`src/sv/tlpt_pkg.sv`:
```
// Package for the two-level page table engine: action and status codes,
// flag constants and field widths. No dependencies.
package tlpt_pkg;
    localparam int unsigned TABLES_DEF = 16;
    localparam int unsigned ENTRIES = 1024;
    localparam int unsigned IDX_W = 10;

    typedef enum logic [2:0] {
        ACT_XLATE = 3'd0, ACT_MAP4K = 3'd1, ACT_MAP4M = 3'd2,
        ACT_UNMAP4K = 3'd3, ACT_UNMAP4M = 3'd4
    } t_action;

    localparam logic [2:0] ST_OK = 3'd0;
    localparam logic [2:0] ST_PHYS_MIS = 3'd1;
    localparam logic [2:0] ST_VIRT_MIS = 3'd2;
    localparam logic [2:0] ST_MAPPED = 3'd3;
    localparam logic [2:0] ST_LARGE = 3'd4;
    localparam logic [2:0] ST_UNMAPPED = 3'd5;
    localparam logic [2:0] ST_DIR_USED = 3'd6;
    localparam logic [2:0] ST_NO_TABLE = 3'd7;

    localparam logic [31:0] SMALL_K = 32'd3;
    localparam logic [31:0] SMALL_U = 32'd7;
    localparam logic [31:0] LARGE_K = 32'd131;
    localparam logic [31:0] LARGE_U = 32'd135;
    localparam logic [31:0] ADDR_MASK = 32'hFFFF_F000;
    localparam int unsigned LARGE_BIT = 7;

    localparam logic [0:0] CFG_LARGE = 1'd0;
    localparam logic [0:0] CFG_USER = 1'd1;

    // Commands from the controller to the datapath
    typedef struct packed {
        logic load;      // capture the request
        logic dir_rd;    // read directory entry
        logic tbl_rd;    // read table entry at request index
        logic dir_wr;    // write directory with dir_wdata
        logic [1:0] dir_sel; // 0 zero, 1 table ref, 2 large entry
        logic tbl_wr;    // write table entry
        logic [1:0] tbl_sel; // 0 zero, 1 page at pi, 2 fill at counter
        logic use_cnt;   // table address from sweep counter
        logic cnt_clr;
        logic cnt_inc;
        logic take;      // mark free table in use
        logic release_t; // free table of directory entry
        logic res_load;  // capture result
        logic [2:0] status;
        logic xlate;     // result from translation
    } t_cmd;

    typedef struct packed {
        t_action act;
        logic pa4k_mis;
        logic va4k_mis;
        logic pa4m_mis;
        logic va4m_mis;
        logic de_zero;
        logic de_large;
        logic tbl_ok;
        logic te_zero;
        logic free_ok;
        logic cnt_last;
        logic large_on;
    } t_sts;
endpackage

```
`src/sv/tlpt_ctrl.sv`:
```
// Controller: request sequencing, decisions and table sweeps.
// Depends on tlpt_pkg.
module tlpt_ctrl import tlpt_pkg::*; (
    input  logic i_clk,
    input  logic i_rst_n,
    input  logic i_in_valid,
    output logic o_in_ready,
    output logic o_out_valid,
    input  logic i_out_ready,
    input  t_sts i_sts,
    output t_cmd o_cmd,
    output logic o_clear_run,
    output logic [IDX_W-1:0] o_clear_idx
);
    typedef enum logic [2:0] {
        S_CLEAR, S_IDLE, S_DIR, S_TBL, S_DEC, S_SWEEP, S_DONE
    } t_state;

    t_state r_state, n_state;
    logic [IDX_W-1:0] r_cidx;
    logic r_fill, n_fill, r_ovalid;
    logic r_page;   // map 4K pending page write after clear

    assign o_clear_run = (r_state == S_CLEAR);
    assign o_clear_idx = r_cidx;
    assign o_in_ready = (r_state == S_IDLE) && (!r_ovalid || i_out_ready);
    assign o_out_valid = r_ovalid;

    always_comb begin
        o_cmd = '0;
        n_state = r_state;
        n_fill = r_fill;
        unique case (r_state)
            S_CLEAR: if (r_cidx == IDX_W'(ENTRIES - 1)) n_state = S_IDLE;
            S_IDLE: if (i_in_valid && o_in_ready) begin
                o_cmd.load = 1'b1;
                n_state = S_DIR;
            end
            S_DIR: begin
                o_cmd.dir_rd = 1'b1;
                n_state = S_TBL;
            end
            S_TBL: begin
                o_cmd.tbl_rd = 1'b1;
                n_state = S_DEC;
            end
            S_DEC: begin
                // directory entry and table entry are valid here
                o_cmd.res_load = 1'b1;
                o_cmd.status = ST_OK;
                n_state = S_DONE;
                unique case (i_sts.act)
                    ACT_XLATE: o_cmd.xlate = 1'b1;
                    ACT_MAP4K: begin
                        if (i_sts.pa4k_mis) o_cmd.status = ST_PHYS_MIS;
                        else if (i_sts.va4k_mis) o_cmd.status = ST_VIRT_MIS;
                        else if (i_sts.de_zero) begin
                            if (!i_sts.free_ok) o_cmd.status = ST_NO_TABLE;
                            else begin
                                o_cmd.take = 1'b1;
                                o_cmd.dir_wr = 1'b1;
                                o_cmd.dir_sel = 2'd1;
                                o_cmd.cnt_clr = 1'b1;
                                o_cmd.res_load = 1'b0;
                                n_fill = 1'b0;
                                n_state = S_SWEEP;
                            end
                        end else if (i_sts.de_large) o_cmd.status = ST_LARGE;
                        else if (!i_sts.tbl_ok) o_cmd.status = ST_UNMAPPED;
                        else if (!i_sts.te_zero) o_cmd.status = ST_MAPPED;
                        else begin
                            o_cmd.tbl_wr = 1'b1;
                            o_cmd.tbl_sel = 2'd1;
                        end
                    end
                    ACT_MAP4M: begin
                        if (i_sts.pa4m_mis) o_cmd.status = ST_PHYS_MIS;
                        else if (i_sts.va4m_mis) o_cmd.status = ST_VIRT_MIS;
                        else if (!i_sts.de_zero) o_cmd.status = ST_DIR_USED;
                        else if (i_sts.large_on) begin
                            o_cmd.dir_wr = 1'b1;
                            o_cmd.dir_sel = 2'd2;
                        end else if (!i_sts.free_ok) o_cmd.status = ST_NO_TABLE;
                        else begin
                            o_cmd.take = 1'b1;
                            o_cmd.dir_wr = 1'b1;
                            o_cmd.dir_sel = 2'd1;
                            o_cmd.cnt_clr = 1'b1;
                            o_cmd.res_load = 1'b0;
                            n_fill = 1'b1;
                            n_state = S_SWEEP;
                        end
                    end
                    ACT_UNMAP4K: begin
                        if (i_sts.va4k_mis) o_cmd.status = ST_VIRT_MIS;
                        else if (i_sts.de_zero) o_cmd.status = ST_OK;
                        else if (i_sts.de_large) o_cmd.status = ST_LARGE;
                        else if (!i_sts.tbl_ok || i_sts.te_zero)
                            o_cmd.status = ST_UNMAPPED;
                        else o_cmd.tbl_wr = 1'b1;
                    end
                    ACT_UNMAP4M: begin
                        if (i_sts.va4m_mis) o_cmd.status = ST_VIRT_MIS;
                        else if (i_sts.de_zero) o_cmd.status = ST_UNMAPPED;
                        else begin
                            o_cmd.release_t = !i_sts.de_large;
                            o_cmd.dir_wr = 1'b1;
                        end
                    end
                    default: ;
                endcase
            end
            S_SWEEP: begin
                // clear or fill the new table one entry a cycle
                o_cmd.tbl_wr = 1'b1;
                o_cmd.use_cnt = 1'b1;
                o_cmd.tbl_sel = r_fill ? 2'd2 : 2'd0;
                o_cmd.cnt_inc = 1'b1;
                if (i_sts.cnt_last) begin
                    o_cmd.res_load = 1'b1;
                    o_cmd.status = ST_OK;
                    n_state = S_DONE;
                end
            end
            S_DONE: begin
                // after a map-4K clear, write the requested page into the table just cleared
                if (r_page) begin
                    o_cmd.tbl_wr = 1'b1;
                    o_cmd.tbl_sel = 2'd1;
                end
                n_state = S_IDLE;
            end
            default: n_state = S_IDLE;
        endcase
    end

    always_ff @(posedge i_clk) begin
        if (!i_rst_n) begin
            r_state <= S_CLEAR;
            r_cidx <= '0;
            r_fill <= 1'b0;
            r_ovalid <= 1'b0;
            r_page <= 1'b0;
        end else begin
            r_state <= n_state;
            r_fill <= n_fill;
            if (r_state == S_CLEAR) r_cidx <= r_cidx + 1'b1;
            if (r_state == S_SWEEP && i_sts.cnt_last && !r_fill) r_page <= 1'b1;
            else r_page <= 1'b0;
            if (r_state == S_DONE) r_ovalid <= 1'b1;
            else if (i_out_ready) r_ovalid <= 1'b0;
        end
    end
endmodule

```
`config.mk`:
```
export PLATFORM = sky130hd
export DESIGN_NAME = tlpt_ctrl
export DESIGN_NICKNAME = d
export VERILOG_FILES = /design/src/sv/tlpt_pkg.sv /design/src/sv/tlpt_ctrl.sv
export SDC_FILE = /design/constraint.sdc
export NUM_CORES = 1
export LEC_CHECK = 0
export BUFFER_PORTS_ARGS = -buffer_cell sky130_fd_sc_hd__clkbuf_2
export CORE_UTILIZATION = 50
export CTS_BUF_LIST = sky130_fd_sc_hd__clkbuf_8
export CTS_CLUSTER_DIAMETER = 40
export CTS_CLUSTER_SIZE = 10
export DETAILED_ROUTE_END_ITERATION = 10
export PLACE_DENSITY = 0.86
export SETUP_SLACK_MARGIN = 0.4
export SLEW_MARGIN = 10
export SYNTH_ARGS = -nofsm -noshare
export SYNTH_HDL_FRONTEND = slang
export SYNTH_SLANG_ARGS = --single-unit
```
`constraint.sdc`:
```
create_clock -name i_clk -period 2.1 [get_ports i_clk]
set_input_delay 0.105 -clock i_clk [delete_from_list [all_inputs] [get_ports i_clk]]
set_output_delay 0.105 -clock i_clk [all_outputs]
set_load 0.01 [all_outputs]
```
==> impl_metrics.py, run 1 <==
metrics = {
    "clock_network": {
        "cts_tree": "done",
        "numCtsBuffers": 3,
        "clkTransAtPathRegs_ns": 0.06,
        "clock-root-buffer": "clkbuf_8",
        "cts_buffer_depth": 2,
        "insertion_delay_ns": 0.25,
        "htreeDepth": 1,
        "cts_sinks": 16,
        "postCtsHoldBufs": 0,
    },
    "global_route": {
        "track_usage": 0.2328,
        "grt_max_degree": 17,
        "grt_pass1_wl_mm": 4.857,
        "antenna_found_initial": 0,
        "grt_pass1_vias": 1141,
        "grt-ovfl-total": 0,
    },
    "synth": {
        "yosysUniqueCellTypes": 48,
        "ys_ff_latch": 16,
        "yosys.area.top_type": "dfxtp_1",
        "synth_area_leaders": "dfxtp_1 25%, nand2_1 4.6%, and2_1 4.3%, nor2b_1 4.3%, o21ai_0 3.9%",
        "yosys_most_used_dff": "dfxtp_1",
        "synth.top_cell.area_share": 0.2469,
        "synth_common_cells": "16 x dfxtp_1, 16 x nand2_1, 10 x o21ai_0",
        "synth-async-reset-ratio": 0,
        "syn_area_sq_um": 1297,
        "synth_nets": 193,
        "yosys_warnings": 0,
        "synth_edf_count": 0,
        "ys_seq_area_frac": 0.2469,
        "syn_inst": 173,
        "avgSynthCellArea_sq_um": 7.500,
    },
    "routing": {
        "dr.pass1.iters": 4,
        "wl_mm": 3.188,
        "vias": 1374,
        "drc": 0,
        "routed_via_density": 5.563,
        "wl_per_cell_um": 12.91,
        "drt_iter0_drc": 28,
        "antenna_left": 0,
    },
    "finish": {
        "post-route-util": 0.6662,
        "n_fill_cell": 236,
        "area_growth_pct": 26.04,
        "n_antenna_cell": 0,
        "final_layout_size_suffix_gt1_frac": 0.3272,
        "final_cells": 247,
        "num-nets-final": 238,
    },
    "timing": {
        "setup_viol": 0,
        "finalSetupTns_ns": 0,
        "rsz0062_at_grt": "true",
        "fmax_ghz": 0.5946,
        "slew_headroom": 0.6574,
        "holdWs_ns": 0.1690,
        "slew_viol_final": 0,
        "timing.final.ws_setup_ns": 0.4181,
        "finalHoldViolCount": 0,
        "finalClockSkew_ns": 0.003496,
        "fin_crit_ns": 1.682,
        "tightestPinTransition_ns": 0.5067,
        "period_share": 0.8009,
    },
    "floorplan": {
        "die_x_um": 52.94,
        "rows": 18,
        "num_io_pins": 50,
        "start_util": 0.5285,
        "core-area_sq_um": 2455,
        "dieHeight_um": 52.94,
        "die-area_sq_um": 2803,
    },
    "pwr": {
        "cellPowerDensity_nw_per_um2": 415.3,
        "peakVddDrop_v": 0.0004170,
        "cellLeakagePower_nw": 0.6825,
    },
    "setup_path": {
        "crit_fanout": 10,
        "critical_path_arrival_ns": 1.58,
        "crit_path_end_kind": "primary output",
        "cp.required_ns": 2.00,
        "critPathKind": "input port to primary output",
        "start_kind": "input port",
    },
    "flow_run": {
        "maxCapViolCount": 0,
    },
    "placement": {
        "post-place-cells": 241,
        "finalWeightedCongestion": 0.8824,
        "io_buffers": 49,
        "dp_hpwl_mm": 2.302,
        "dp_slack_ns": 0.3798,
    },
    "status": {
        "outcome": "complete, no violations",
    },
    "hold_path": {
        "hold_path_class": "input port to flop",
    },
}
sequential cells by signal, summed over array words and instances, names as in the netlist:
register / flops
r_fill: 1
r_state: 3
r_page: 1
o_clear_idx: 10
o_out_valid: 1
logic make-up after synthesis:
kind of cell,synth area share
AND/OR/NAND/NOR,0.3848
AO/OA/AOI/OAI,0.2044
buffers and inverters,0.07618
flip-flops,0.2469
XOR/XNOR,0.06075
adder cells (fa/ha/maj),0.01928
multiplexers,0.007715
cell usage in the layout (no fill, tap or decap), drive strengths merged, types with 2 or more instances in the layout:
| cell type | n |
|---|---|
| inv | 8 |
| o21bai | 2 |
| nor4 | 5 |
| nor2 | 9 |
| or3 | 4 |
| nand3 | 5 |
| or4 | 2 |
| buf | 6 |
| and2 | 9 |
| o22a | 2 |
| nor4b | 2 |
| xnor2 | 4 |
| clkbuf | 50 |
| nand4 | 3 |
| nand2b | 3 |
| dfxtp | 16 |
| nor2b | 9 |
| a21boi | 3 |
| nor3 | 8 |
| xor2 | 5 |
| nor3b | 4 |
| nand2 | 16 |
| a211oi | 4 |
| ha | 2 |
| o21ai | 10 |
| a21oi | 9 |
where the power goes:
| group | total, mW | internal (mW) | leakage (nW) | switching, mW |
|---|---|---|---|---|
| Sequential | 0.312 | 0.306 | 0.132 | 0.00566 |
| Clock | 0.269 | 0.166 | 0.0288 | 0.102 |
| Combinational | 0.0985 | 0.0438 | 0.522 | 0.0547 |
layer usage:
layer | global-route usage | wire length (um) | vias to the layer above
met5 | 0 | 0 | -
met4 | 0.1272 | 72 | 0
met3 | 0.02299 | 128 | 9
met2 | 0.3966 | 1500 | 42
met1 | 0.2832 | 1486 | 620
li1 | - | - | 703
final cells by class:
cell class | instances | area [sq um] | share of cell area
clock buffers | 4 | 55.05 | 0.03366
inverters | 8 | 30.03 | 0.01836
multi-input cells | 137 | 910.9 | 0.5570
flip-flops and latches | 16 | 329.1 | 0.2012
well taps | 30 | 37.54 | 0.02295
repair buffers | 52 | 272.8 | 0.1668
final timing paths:
check                           slack (ns)              to  cells past startpoint  startpoint
worst min-delay path                  0.17          r_page                      3    i_sts[1]
worst max register to register        0.54  o_clear_idx[8]                      4  r_state[1]
worst max-delay path                  0.42        o_cmd[3]                      7   i_sts[13]
worst min register to register        0.46          r_page                      1      r_fill
metrics by stage:
stage / power (mW) / area [sq um]
after global routing: 0.7125 / 1635
after detailed placement: 0.4149 / 1519
after CTS: 0.6865 / 1600
after global placement: 0.4138 / 1519
after floorplan: 0.3778 / 1297
final: 0.6791 / 1635
critical path, cell delays in order:
cell and delay, ns:
clkbuf_4 0.16, or4b_4 0.53, buf_4 0.16, and2b_1 0.22, o21bai_1 0.11, a21oi_1 0.15, buf_2 0.15
repair_timing:
action                                  CTS  global route
endpoints found under the setup margin    8            20
resized for setup                         4            15
buffers inserted                          2             0
pin swaps                                 2             3
(Power assumes the default switching activity.)
==> inputs of run 2 (changes only) <==
--- a/config.mk
+++ b/config.mk
@@ -5,13 +5,14 @@
 export SDC_FILE = /design/constraint.sdc
 export NUM_CORES = 1
 export LEC_CHECK = 0
+export ABC_AREA = 1
 export BUFFER_PORTS_ARGS = -buffer_cell sky130_fd_sc_hd__clkbuf_2
-export CORE_UTILIZATION = 50
+export CORE_UTILIZATION = 51
 export CTS_BUF_LIST = sky130_fd_sc_hd__clkbuf_8
 export CTS_CLUSTER_DIAMETER = 40
 export CTS_CLUSTER_SIZE = 10
 export DETAILED_ROUTE_END_ITERATION = 10
-export PLACE_DENSITY = 0.86
+export PLACE_DENSITY = 0.87
 export SETUP_SLACK_MARGIN = 0.4
 export SLEW_MARGIN = 10
 export SYNTH_ARGS = -nofsm -noshare
==> constraint.sdc (replaced) <==
create_clock -name i_clk -period 1.66 [get_ports i_clk]
set_input_delay 0.083 -clock i_clk [delete_from_list [all_inputs] [get_ports i_clk]]
set_output_delay 0.083 -clock i_clk [all_outputs]
set_load 0.01 [all_outputs]
==> run 2 against run 1 <==
Sequential share of layout area down 3.0 points. Total power up 30%. Via count rose by 41%. Synthesized cell count up 38%. Register-to-register slack worse by 0.26 ns. Count of clock-buffer cells in the layout unchanged. Combinational power increased by 40%. Flip-flop and latch count stayed put. Core utilization is 13 points higher. Highest routed layer unchanged.
==> impl_metrics.py, run 2 <==
metrics = {
    "floorplan": {
        "die_x_um": 54.00,
        "die-area_sq_um": 2915,
        "start_util": 0.5466,
        "core-area_sq_um": 2522,
        "dieHeight_um": 54.00,
        "num_io_pins": 50,
        "rows": 18,
    },
    "placement": {
        "dp_hpwl_mm": 2.837,
        "finalWeightedCongestion": 0.9028,
        "io_buffers": 49,
        "post_dp_cell_area_sq_um": 1633,
    },
    "routing": {
        "wl_mm": 5.075,
        "drt_iter0_drc": 93,
        "drc": 0,
        "wl_per_cell_um": 15.24,
        "antenna_left": 0,
        "routed_via_density": 5.817,
        "vias": 1937,
        "dr.pass1.iters": 4,
    },
    "synth": {
        "yosys_warnings": 0,
        "syn_area_sq_um": 1379,
        "synth_area_leaders": "dfxtp_1 23%, nand2_1 16%, nor2_1 10%, inv_1 9.5%, nand3_1 6.9%",
        "synth_nets": 259,
        "ys_seq_area_frac": 0.2323,
        "synth.top_cell.area_share": 0.2323,
        "syn_inst": 239,
        "synth-async-reset-ratio": 0,
        "synth_top_family_by_area": "simple AND/OR/NAND/NOR gates",
        "synth_xor_area_frac": 0,
        "yosys.area_share.simple": 0.4819,
        "synth_common_cells": "57 x nand2_1, 38 x nor2_1, 35 x inv_1, 19 x nand3_1, 16 x dfxtp_1",
        "yosysMostFrequentCell": "nand2_1",
        "synthMuxAreaShare": 0,
        "yosys_most_used_dff": "dfxtp_1",
        "avgSynthCellArea_sq_um": 5.769,
        "synth_edf_count": 0,
        "yosys.area.top_type": "dfxtp_1",
        "ys_ff_latch": 16,
        "synthAdderAreaFrac": 0.01815,
        "yosysUniqueCellTypes": 27,
        "synth-compound-area-share": 0.1270,
    },
    "timing": {
        "finalClockSkew_ns": 0.001505,
        "finalSetupTns_ns": 0,
        "slew_viol_final": 0,
        "setup_viol": 0,
        "period_share": 0.8613,
        "fmax_ghz": 0.6994,
        "tightestPinTransition_ns": 0.3182,
        "finalHoldViolCount": 0,
        "slew_headroom": 0.7871,
        "fin_crit_ns": 1.430,
        "rsz0062_at_grt": "true",
    },
    "finish": {
        "multi_input_area_sq_um": 1018,
        "n_antenna_cell": 0,
        "post-route-util": 0.7932,
        "final_layout_size_suffix_gt1_frac": 0.4290,
        "seqCellArea_sq_um": 342.8,
        "area_growth_pct": 45.10,
        "layout_commonest_cell": "nand2_1",
        "n_fill_cell": 171,
        "largest_reg_flops": 10,
        "fin_area_sq_um": 2001,
        "final_cell_mix": "54 x nand2_1, 35 x clkbuf_2, 34 x nor2_1",
        "num-nets-final": 324,
    },
    "setup_path": {
        "reg2regPathDepth": 9,
        "reg2reg_to": "r_state[1]",
        "cp.required_ns": 1.58,
        "critPathKind": "flop to primary output",
        "reg2reg_slack_ns": 0.28,
        "start_kind": "flop",
        "r2r-start": "o_clear_idx[1]",
        "crit_fanout": 6,
        "critical_path_arrival_ns": 1.35,
        "crit_path_end_kind": "primary output",
    },
    "global_route": {
        "grt-ovfl-total": 0,
        "track_usage": 0.2941,
        "grt_pass1_wl_mm": 6.216,
        "antenna_found_initial": 0,
        "grt_pass1_vias": 1482,
        "grt_max_degree": 14,
    },
    "pwr": {
        "cellPowerDensity_nw_per_um2": 441.8,
        "cellLeakagePower_nw": 0.9834,
        "peakVddDrop_v": 0.0008914,
    },
    "hold_path": {
        "hp-start": "i_sts[1]",
        "hold_end": "r_page",
        "hold_path_class": "input port to flop",
        "min_delay_path_depth": 3,
    },
    "clock_network": {
        "cts_buffer_depth": 2,
        "clock-root-buffer": "clkbuf_8",
        "cts_tree": "done",
        "clkTransAtPathRegs_ns": 0.07,
        "htreeDepth": 1,
        "cts_sinks": 16,
        "numCtsBuffers": 3,
        "insertion_delay_ns": 0.25,
    },
    "status": {
        "outcome": "complete, no violations",
    },
    "flow_run": {
        "maxCapViolCount": 0,
    },
}
==> run 2: cell types whose count changed in the layout (fill, tap and decap cells not counted), sizes merged, moves of 5 or more <==
cell / change
xor2: -5
nand3: +18
a21oi: +5
nor2: +33
nor2b: -9
clkbuf: -11
buf: +24
and2: -9
nand2: +47
inv: +33
==> run 2: critical path, stage by stage, from the launching register on <==
cell,delay (ns)
dfxtp_4,0.37
nor2_4,0.14
nand2_4,0.10
inv_6,0.10
nand3_4,0.08
a21boi_2,0.15
buf_2,0.15
==> run 2: layout make-up <==
cell class                 count  share of cell area
inverter                      41             0.08693
sequential                    16              0.1714
clock buffer                   4             0.02752
multi-input combinational    177              0.5091
timing repair buffer          65              0.1864
tap                           30             0.01876
==> run 2: logic make-up after synthesis <==
kind of cell,Yosys count
AO/OA/AOI/OAI,31
adder cells (fa/ha/maj),2
buffers and inverters,46
flip-flops,16
AND/OR/NAND/NOR,144
==> run 2: metrics by stage <==
step	setup slack (ns)	std cells	total power [mW]	hold slack (ns)
2_1_floorplan	0.4131	239	0.4711	0.2139
3_5_place_dp	0.3118	313	0.5202	0.3620
5_1_grt	0.1852	333	0.9072	0.1681
3_3_place_gp	0.3845	313	0.5168	0.3619
4_1_cts	0.2560	328	0.8679	0.1126
6_report	0.2302	333	0.8839	0.1702
==> run 2: worst max-delay path by stage <==
| stage | slack, ns | cells past startpoint | endpoint | startpoint |
|---|---|---|---|---|
| 5_1_grt | 0.19 | 6 | o_cmd[4] | r_state[1] |
| 6_report | 0.23 | 6 | o_cmd[4] | r_state[1] |
| 2_1_floorplan | 0.41 | 9 | r_state[1] | o_clear_idx[0] |
| 3_3_place_gp | 0.38 | 9 | r_state[1] | o_clear_idx[0] |
| 3_5_place_dp | 0.31 | 9 | r_state[1] | o_clear_idx[0] |
| 4_1_cts | 0.26 | 6 | o_cmd[4] | r_state[0] |
==> run 2: repair_timing <==
item,in CTS,in global routing
hold buffers,0,0
buffers inserted,11,5
resized for setup,26,51
endpoints found under the hold margin,0,0
pin swaps,9,18
setup endpoints to repair,20,26
==> run 2: report_power, final <==
| group | internal (mW) | switching (mW) | total [mW] | leakage (nW) |
|---|---|---|---|---|
| Clock | 0.210 | 0.143 | 0.354 | 0.0288 |
| Sequential | 0.385 | 0.00760 | 0.393 | 0.135 |
| Combinational | 0.0504 | 0.0872 | 0.138 | 0.819 |
==> run 2: layer usage <==
metal | vias up | GRT usage | share of wire
met1 | 889 | 0.3244 | 0.38
met5 | - | 0 | 0
li1 | 900 | - | -
met4 | 0 | 0.1068 | 0.040
met3 | 24 | 0.04802 | 0.076
met2 | 124 | 0.5556 | 0.51
==> inputs of run 3 (changes only) <==
--- a/config.mk
+++ b/config.mk
@@ -6,7 +6,7 @@
 export NUM_CORES = 1
 export LEC_CHECK = 0
 export ABC_AREA = 1
-export BUFFER_PORTS_ARGS = -buffer_cell sky130_fd_sc_hd__clkbuf_2
+export BUFFER_PORTS_ARGS = -buffer_cell sky130_fd_sc_hd__buf_2
 export CORE_UTILIZATION = 51
 export CTS_BUF_LIST = sky130_fd_sc_hd__clkbuf_8
 export CTS_CLUSTER_DIAMETER = 40
==> run 3 against run 2 <==
Final cell count down 0.30%. Design area down 2.0%. Largest power group unchanged. Via count down 4.3%. Die area unchanged.
==> impl_metrics.py, run 3 (synthesis gave the netlist of run 2 again) <==
metrics = {
    "status": {
        "outcome": "complete, no violations",
    },
    "global_route": {
        "track_usage": 0.3048,
        "grt_max_degree": 14,
        "grt_pass1_vias": 1512,
        "antenna_found_initial": 0,
        "grt_pass1_wl_mm": 6.430,
        "grt-ovfl-total": 0,
    },
    "placement": {
        "finalWeightedCongestion": 0.9244,
        "dp_hpwl_mm": 2.806,
        "io_buffers": 49,
    },
    "setup_path": {
        "cpPeakStageDelay_ns": 0.37,
        "crit_path_end_kind": "primary output",
        "r2r-start": "r_state[1]",
        "critPathKind": "flop to primary output",
        "cpMaxStageDelayCell": "dfxtp_4",
        "reg2reg_slack_ns": 0.31,
        "crit_fanout": 6,
        "cp.required_ns": 1.58,
        "cp_cell_sequence": "nor2_4, nand2_4, buf_4, nor4_2, buf_2",
        "critical_path_arrival_ns": 1.34,
        "worstPathBufferInverterCount": 2,
        "critical-path-top-delay-family": "simple AND/OR/NAND/NOR gates",
        "start_kind": "flop",
        "startpoint": "r_state[1]",
    },
    "pwr": {
        "switching_share": 0.2723,
        "clock_power_share": 0.403,
        "comb_power_share": 0.154,
        "p_sw_uw": 241.6,
        "p_seq_frac": 0.443,
        "p_int_uw": 645.4,
        "cellPowerDensity_nw_per_um2": 452.4,
        "peakVddDrop_v": 0.0004662,
        "cellLeakagePower_nw": 0.9745,
        "total_power_uw": 887.0,
    },
    "floorplan": {
        "rows": 18,
        "num_io_pins": 50,
        "start_util": 0.5466,
        "die_x_um": 54.00,
        "dieHeight_um": 54.00,
        "core-area_sq_um": 2522,
        "die-area_sq_um": 2915,
    },
    "clock_network": {
        "cts_tree": "done",
        "insertion_delay_ns": 0.26,
        "clkTransAtPathRegs_ns": 0.06,
        "numCtsBuffers": 3,
        "cts_buffer_depth": 2,
        "cts_sinks": 16,
        "clock-root-buffer": "clkbuf_8",
        "htreeDepth": 1,
    },
    "finish": {
        "n_fill_cell": 178,
        "area_growth_pct": 42.20,
        "seqCellArea_sq_um": 341.6,
        "final_cell_mix": "54 x nand2_1, 49 x buf_2, 36 x nor2_1",
        "largest_reg_flops": 10,
        "n_antenna_cell": 0,
        "layout_commonest_cell": "nand2_1",
        "num-nets-final": 323,
        "multi_input_area_sq_um": 999.7,
        "final_layout_size_suffix_gt1_frac": 0.4172,
    },
    "routing": {
        "routed_via_density": 5.584,
        "wl_mm": 4.595,
        "antenna_left": 0,
        "drc": 0,
        "wl_per_cell_um": 13.84,
        "vias": 1854,
        "drt_iter0_drc": 56,
        "dr.pass1.iters": 4,
    },
    "timing": {
        "fin_crit_ns": 1.422,
        "finalHoldViolCount": 0,
        "rsz0062_at_grt": "true",
        "slew_headroom": 0.7853,
        "setup_viol": 0,
        "tightestPinTransition_ns": 0.3208,
        "fmax_ghz": 0.7033,
        "slew_viol_final": 0,
        "period_share": 0.8566,
        "finalSetupTns_ns": 0,
        "finalClockSkew_ns": 0.003336,
    },
    "hold_path": {
        "hold_path_class": "input port to flop",
        "hp-start": "i_sts[1]",
    },
    "flow_run": {
        "maxCapViolCount": 0,
    },
}
[run 3: cell count changes in the layout (fill, tap and decap cells not counted), sizes merged]
cell and delta:
clkbuf -35, buf +34
[run 3: final cells by class]
cell class / count / share of cell area
sequential: 16 / 0.1742
clock buffer: 4 / 0.02808
tap: 30 / 0.01914
inverter: 41 / 0.08615
multi-input combinational: 177 / 0.5099
timing repair buffer: 64 / 0.1825
[run 3: stage by stage]
stage	instances	setup slack, ns	utilization	cell area [sq um]	hold slack, ns
floorplan	239	0.4131	-	1385	0.2139
global placement	313	0.3930	0.6473	1633	0.3767
detailed placement	313	0.3341	0.6473	1633	0.3673
CTS	327	0.2786	0.7361	1857	0.1112
global route	332	0.1921	0.7773	1961	0.1255
finish	332	0.2381	0.7773	1961	0.1088
[run 3: timing repair]
item                                    in CTS  in global routing
hold buffers                                 0                  0
endpoints found under the setup margin      20                 26
buffers inserted                            10                  5
pin swaps                                    9                  8
gates resized for setup                     27                 25
[run 3: path summary, 6_finish.rpt]
kind                     to  cells after the start
max               o_cmd[14]                      5
min                  r_page                      3
max reg2reg      r_state[0]                     11
min reg2reg  o_clear_idx[3]                      1
[run 3: power by group through the flow]
stage | clock (mW) | sequential [mW] | combinational [mW]
floorplan | 0 | 0.409 | 0.0620
global placement | 0 | 0.407 | 0.110
detailed placement | 0 | 0.407 | 0.113
CTS | 0.353 | 0.392 | 0.128
global route | 0.380 | 0.394 | 0.150
finish | 0.357 | 0.393 | 0.137
[run 3: layer usage]
layer  global-route usage  vias up  wire (um)
met1               0.3350      864       1835
met2               0.5679       86       2427
met3              0.05085       12        279
li1                     -      892          -
met5                    0        -          0
met4               0.1282        0         53
[run 3: worst reg2reg max path, delay by kind of cell (launching register included)]
| kind | cells | cell delay (ns) |
|---|---|---|
| and+or+nand+nor | 6 | 0.40 |
| AOI/OAI and AO/OA | 1 | 0.07 |
| buffers and inverters | 4 | 0.38 |
| DFF | 1 | 0.39 |
